===== config.mk =====
export PLATFORM = sky130hd
export DESIGN_NAME = lrk4_ctrl
export DESIGN_NICKNAME = d
export VERILOG_FILES = /design/src/lrk4_pkg.sv /design/src/lrk4_ctrl.sv
export SDC_FILE = /design/constraint.sdc
export NUM_CORES = 1
export LEC_CHECK = 0
export ABC_AREA = 1
export BUFFER_PORTS_ARGS = -buffer_cell sky130_fd_sc_hd__buf_2
export CORE_MARGIN = 2
export CORE_UTILIZATION = 35
export CTS_BUF_LIST = sky130_fd_sc_hd__clkbuf_16
export DETAILED_ROUTE_END_ITERATION = 10
export PLACE_DENSITY_LB_ADDON = 0.12
export SLEW_MARGIN = 40
export SYNTH_ARGS = -nofsm -noshare
export SYNTH_HDL_FRONTEND = slang
export SYNTH_SLANG_ARGS = --single-unit

===== constraint.sdc =====
create_clock -name clk -period 1.5 [get_ports clk]
set_input_delay 0.15 -clock clk [delete_from_list [all_inputs] [get_ports clk]]
set_output_delay 0.15 -clock clk [all_outputs]
set_load 0.05 [all_outputs]

===== src/lrk4_pkg.sv =====
// Package for the Lorenz RK4 integrator: payload types, register indexes,
// widths, the default fraction width and datapath command types. No dependencies.
package lrk4_pkg;

  localparam int FracBitsDef = 24;
  localparam int CfgW = 31;
  localparam int CfgIdxW = 2;
  localparam int DtW = 25;

  localparam logic [CfgIdxW-1:0] REG_SIGMA = 2'd0;
  localparam logic [CfgIdxW-1:0] REG_RHO   = 2'd1;
  localparam logic [CfgIdxW-1:0] REG_BETA  = 2'd2;
  localparam logic [CfgIdxW-1:0] REG_DT    = 2'd3;

  localparam logic CMD_LOAD = 1'b0;
  localparam logic CMD_STEP = 1'b1;

  typedef struct packed {
    logic               cmd;
    logic signed [31:0] start_x;
    logic signed [31:0] start_y;
    logic signed [31:0] start_z;
  } in_item_t;

  typedef struct packed {
    logic signed [31:0] pos_x;
    logic signed [31:0] pos_y;
    logic signed [31:0] pos_z;
    logic               saturated;
  } out_item_t;

  // Datapath operations issued by the controller.
  typedef enum logic [3:0] {
    OP_NONE, OP_LOAD, OP_INIT, OP_D0, OP_D1, OP_D2, OP_D3, OP_D4,
    OP_OFS, OP_ACC, OP_FIN0, OP_FIN1, OP_FIN2
  } dp_op_t;

  typedef struct packed {
    dp_op_t     op;
    logic [1:0] stage;  // which k is being computed (0..3), or the coordinate when finishing
  } dp_cmd_t;

endpackage


===== src/lrk4_ctrl.sv =====
// Sequencer of the Lorenz RK4 integrator: handshake and datapath commands.
// Uses lrk4_pkg.
module lrk4_ctrl
  import lrk4_pkg::*;
(
  input  logic    clk,
  input  logic    rst_n,
  input  logic    in_valid,
  input  logic    in_cmd,
  output logic    in_stall,
  output logic    out_valid,
  input  logic    out_stall,
  output dp_cmd_t cmd
);

  typedef enum logic [3:0] {
    S_IDLE, S_INIT, S_D0, S_D1, S_D2, S_D3, S_D4, S_ACC, S_OFS,
    S_F0, S_F1, S_F2, S_OUT
  } state_t;

  state_t     state_r;
  logic [1:0] stage_r;

  assign in_stall  = (state_r != S_IDLE);
  assign out_valid = (state_r == S_OUT);

  always_comb begin
    cmd.stage = stage_r;
    case (state_r)
      // A load takes the point at the accepting edge, while the payload is still driven.
      S_IDLE: cmd.op = (in_valid && in_cmd == CMD_LOAD) ? OP_LOAD : OP_NONE;
      S_INIT: cmd.op = OP_INIT;
      S_D0:   cmd.op = OP_D0;
      S_D1:   cmd.op = OP_D1;
      S_D2:   cmd.op = OP_D2;
      S_D3:   cmd.op = OP_D3;
      S_D4:   cmd.op = OP_D4;
      S_ACC:  cmd.op = OP_ACC;
      S_OFS:  cmd.op = OP_OFS;
      S_F0:   cmd.op = OP_FIN0;
      S_F1:   cmd.op = OP_FIN1;
      S_F2:   cmd.op = OP_FIN2;
      default: cmd.op = OP_NONE;
    endcase
  end

  always_ff @(posedge clk) begin
    if (!rst_n) begin
      state_r <= S_IDLE;
      stage_r <= '0;
    end else begin
      case (state_r)
        S_IDLE: if (in_valid) state_r <= (in_cmd == CMD_STEP) ? S_INIT : S_OUT;
        S_INIT: begin
          stage_r <= '0;
          state_r <= S_D0;
        end
        S_D0: state_r <= S_D1;
        S_D1: state_r <= S_D2;
        S_D2: state_r <= S_D3;
        S_D3: state_r <= S_D4;
        S_D4: state_r <= S_ACC;
        S_ACC: begin
          if (stage_r == 2'd3) begin
            stage_r <= '0;
            state_r <= S_F0;
          end else begin
            state_r <= S_OFS;
          end
        end
        S_OFS: begin
          stage_r <= stage_r + 2'd1;
          state_r <= S_D0;
        end
        S_F0: state_r <= S_F1;
        S_F1: state_r <= S_F2;
        S_F2: begin
          if (stage_r == 2'd2) begin
            state_r <= S_OUT;
          end else begin
            stage_r <= stage_r + 2'd1;
            state_r <= S_F0;
          end
        end
        S_OUT: if (!out_stall) state_r <= S_IDLE;
        default: state_r <= S_IDLE;
      endcase
    end
  end

endmodule


# Yosys cells after proc, flatten, opt, wreduce, memory -nomap -nowiden
# Index checks and enable logic that the tools add are counted.
[classes] add_sub_neg=1 n_eq_ne=18 muxes=11 bitwise_logic=1 n_reduce_logical=7
[ops] op="4-bit case mux with 12 select lines" count=2
[ops] op="4-bit == test, second input constant" count=5
[ops] op="4-bit by 3-bit == test with 1-bit output, second input constant" count=4
[ops] op="4-bit two-way mux" count=3
[ops] op="4-bit by 2-bit == test with 1-bit output, second input constant" count=2
[ops] op="2-bit inequality test, second input constant" count=4
[ops] op="2-bit case mux with 4 select lines" count=1
[ops] op="4-bit nonzero test" count=2
[ops] op="2-bit == test, second input constant" count=2
[ops] op="4-bit by 1-bit == test with 1-bit output, second input constant" count=1
[ops] op="4-bit logical NOT" count=1
[ops] op="2-bit two-way mux" count=2
[ops] op="3-bit two-way mux" count=1
[ops] op="3-bit AND reduction" count=1
[ops] op="2-bit by 1-bit adder with 2-bit output, second input constant" count=1
[ops] op="1-bit two-way mux" count=2
[ops] op="2-bit AND reduction" count=1
[ops] op="2-bit OR reduction" count=1
[ops] op="1-bit logical AND" count=1
[ops] op="1-bit NOT" count=1
[word_totals] register_bits=6 in_bits=5 output_inout_bits=8 elab_cells=40

# Logic depth before layout (Yosys ltp)
[depth] ltp_word=4 mapped_depth=8 depth_no_buf=8

# Least setup slack after synthesis
# OpenSTA, ideal clock, no wires.
[synth_timing] path_kind="register -> output" from="register state_r[0]" to="output cmd[4] (netlist name)" t_arrival_ns=1.608 t_required_ns=1.350 setup_slack_ns=-0.258 stages_incl_launch_ff=3 path_buffers=0 cell_sequence="dfxtp_1 > nand2_2 > o21ai_0"
[synth_rtl] element="start: declaration" line="lrk4_ctrl.sv:21" rtl="state_t state_r;"
[synth_rtl] element="start signal: assignment" line="lrk4_ctrl.sv:53" rtl="S_IDLE: if (in_valid) state_r <= (in_cmd == CMD_STEP) ? S_INIT : S_OUT;"
[synth_rtl] element="end: declaration" line="lrk4_ctrl.sv:13" rtl="output dp_cmd_t cmd"

==> flow_metrics.tcl <==
set metrics [dict create \
    status "complete, no violations" \
    yosysUniqueCellTypes 17 \
    ant_nets 0 \
    drt-pass1-iter-count 4 \
    arrival_ps 1270 \
    final_common_cell "nand2_1" \
    vias_per_cell 4.71 \
    synthCells 78 \
    vias 513 \
    cts-root-buf "clkbuf_16" \
    drv_slew 0 \
    drt_iter0_drc 14 \
    area_growth_pct 39.7 \
    totalWireLength_mm 1.01 \
    grt_start_max_net_pins 8 \
    finalSetupViolCount 0 \
    synth_area_per_cell_um2 5.94 \
    dieWidth_um 40.4 \
    maxCapViolCount 0 \
    antenna_cells 0 \
    gp_congestion 0.811 \
    holdCritPathClass "in -> reg" \
    fmax_ghz 0.703 \
    wl_per_cell_um 9.25 \
    relSlewSlack_pct 82.5 \
    cp_cell_sequence "nor2_1 > o21ai_0 > a21oi_2 > buf_4" \
    timing.setup.critical_path_class "reg -> out" \
    hold_viol_final 0 \
    startpoint_type "flip-flop" \
    row_count 13 \
    critPathCaptureType "primary output" \
    cts_buffers 3 \
    postLayoutCellArea_um2 647 \
    path_max_fanout 5 \
    worstPathBufferInverterCount 1 \
    nets 103 \
    ys_seq_area_share_pct 25.9 \
    grt_pass1_wl_mm 1.63 \
    grt_pass1_vias 393 \
    crit_required_ps 1350 \
    cp_slowest_stage_delay_ps 430 \
    clock_path_buffers 2 \
    slowest_stage "dfxtp_1" \
    finalSetupTns_ps 0 \
    post-route-drc-count 0 \
    rsz0062_at_grt "no" \
    numClockSinks 6 \
    grt-ovfl-total 0 \
    mostFrequentLayoutCells "nand2_1, buf_2, inv_1" \
    cpLargestDelayFamily "flip-flops" \
    worstMarginPinSlew_ps 259 \
    syn-num-nets 85 \
    clkLatencyLatePin_ps 220 \
    start_util_pct 36.5 \
    cts_tree "built" \
    p_leak_nw 0.349 \
    synth_warnings 0 \
    placed_cell_area_um2 557 \
    ctsHtreeMaxLevel 1 \
    ys_ff_latch 6 \
    die_area_um2 1630 \
    track_usage_pct 14.8 \
    fin_crit_ps 1420 \
    core_area_um2 1270 \
    fp.dieH_um 40.4 \
    p_per_area_nw_per_um2 2780 \
    io_buffers 12 \
    antenna_found_initial 0 \
    fin_crit_sh_pct 94.8 \
    io_pins 13 \
    peakVddDrop_uv 1140 \
    finClkSkew_ps 0.886 \
    drive_above_1_share_pct 35.1 \
    clk_pin_slew_ps 30 \
    hpwl_um 831 \
    synth_area_um2 463 \
]
[metrics by stage]
| step | hold slack (ps) | setup WS [ps] | std cells | total power (W) | utilization (%) |
|---|---|---|---|---|---|
| after floorplan | 356 | 31.2 | 78 | 0.00110 | - |
| after global placement | 473 | 250 | 106 | 0.00134 | 43.9 |
| after detailed placement | 480 | 218 | 106 | 0.00132 | 43.9 |
| after CTS | 256 | 5.06 | 109 | 0.00177 | 50.2 |
| after global routing | 278 | 7.91 | 109 | 0.00192 | 51.0 |
| final | 245 | 78.3 | 109 | 0.00180 | 51.0 |
[sequential cells by signal, summed over array words and instances (netlist names)]
register	flops
state_r	4
stage_r	2
[per-layer routing]
metal,vias up,GRT usage [%],routed length [um]
met5,-,0,0
met4,0,5.00,14
met3,2,1.67,45
met2,11,23.0,461
met1,215,20.9,486
li1,285,-,-
[cell usage after synthesis (all sizes together)]
library cell  instances  share of area (%)
nand2                22                 19
inv                  14                 11
nor2                 11                 10
nand3                 7                7.6
dfxtp                 6                 26
a21oi                 5                5.4
o21ai                 5                6.2
nor3                  3                4.3
ha                    2                5.4
nand4                 2                2.7
a211oi                1                1.6
[cell families after synthesis]
logic type / count (synthesis) / share of synthesized area [%]
simple gates: 45 / 44.1
buf+inv: 14 / 11.4
compound gates: 11 / 13.2
flops: 6 / 25.9
fa+ha+maj: 2 / 5.40
[path summary, 6_finish.rpt]
kind                                  from         end  slack, ps  cells after the start
worst max-delay path            state_r[0]      cmd[2]         80                      4
worst min-delay path                 rst_n  stage_r[0]        240                      3
worst max register to register  state_r[0]  stage_r[1]        280                      8
worst min register to register  stage_r[0]  stage_r[0]        490                      2
[repair_timing]
item	CTS	global route
hold buffers	0	0
setup buffers	0	0
endpoints found under the setup margin	1	3
gates resized for setup	2	4
[worst register-to-register path, cell delays in order, from the launching register on]
cell and delay, ps:
dfxtp_1 430, nand2_2 150, inv_2 110, nand3_1 110
nand2_1 90, inv_2 50, nand2_2 60, nand2_1 50
a21oi_1 120
[where the power goes]
group	total [W]	leakage [nW]	internal [W]	switching [W]
clock network	0.000423	0.0370	0.000341	0.0000813
registers	0.000299	0.0498	0.000219	0.0000803
logic	0.00108	0.262	0.000312	0.000765
total	0.00180	0.349	0.000872	0.000926
[area by class of cell]
type / instances / area (um2)
sequential: 6 / 123
clock buffer: 3 / 75.1
tap: 15 / 18.8
fill: 127 / 622
multi-input combinational: 58 / 305
inverter: 14 / 52.6
timing repair buffer: 13 / 72.6
(Power assumes the default switching activity.)
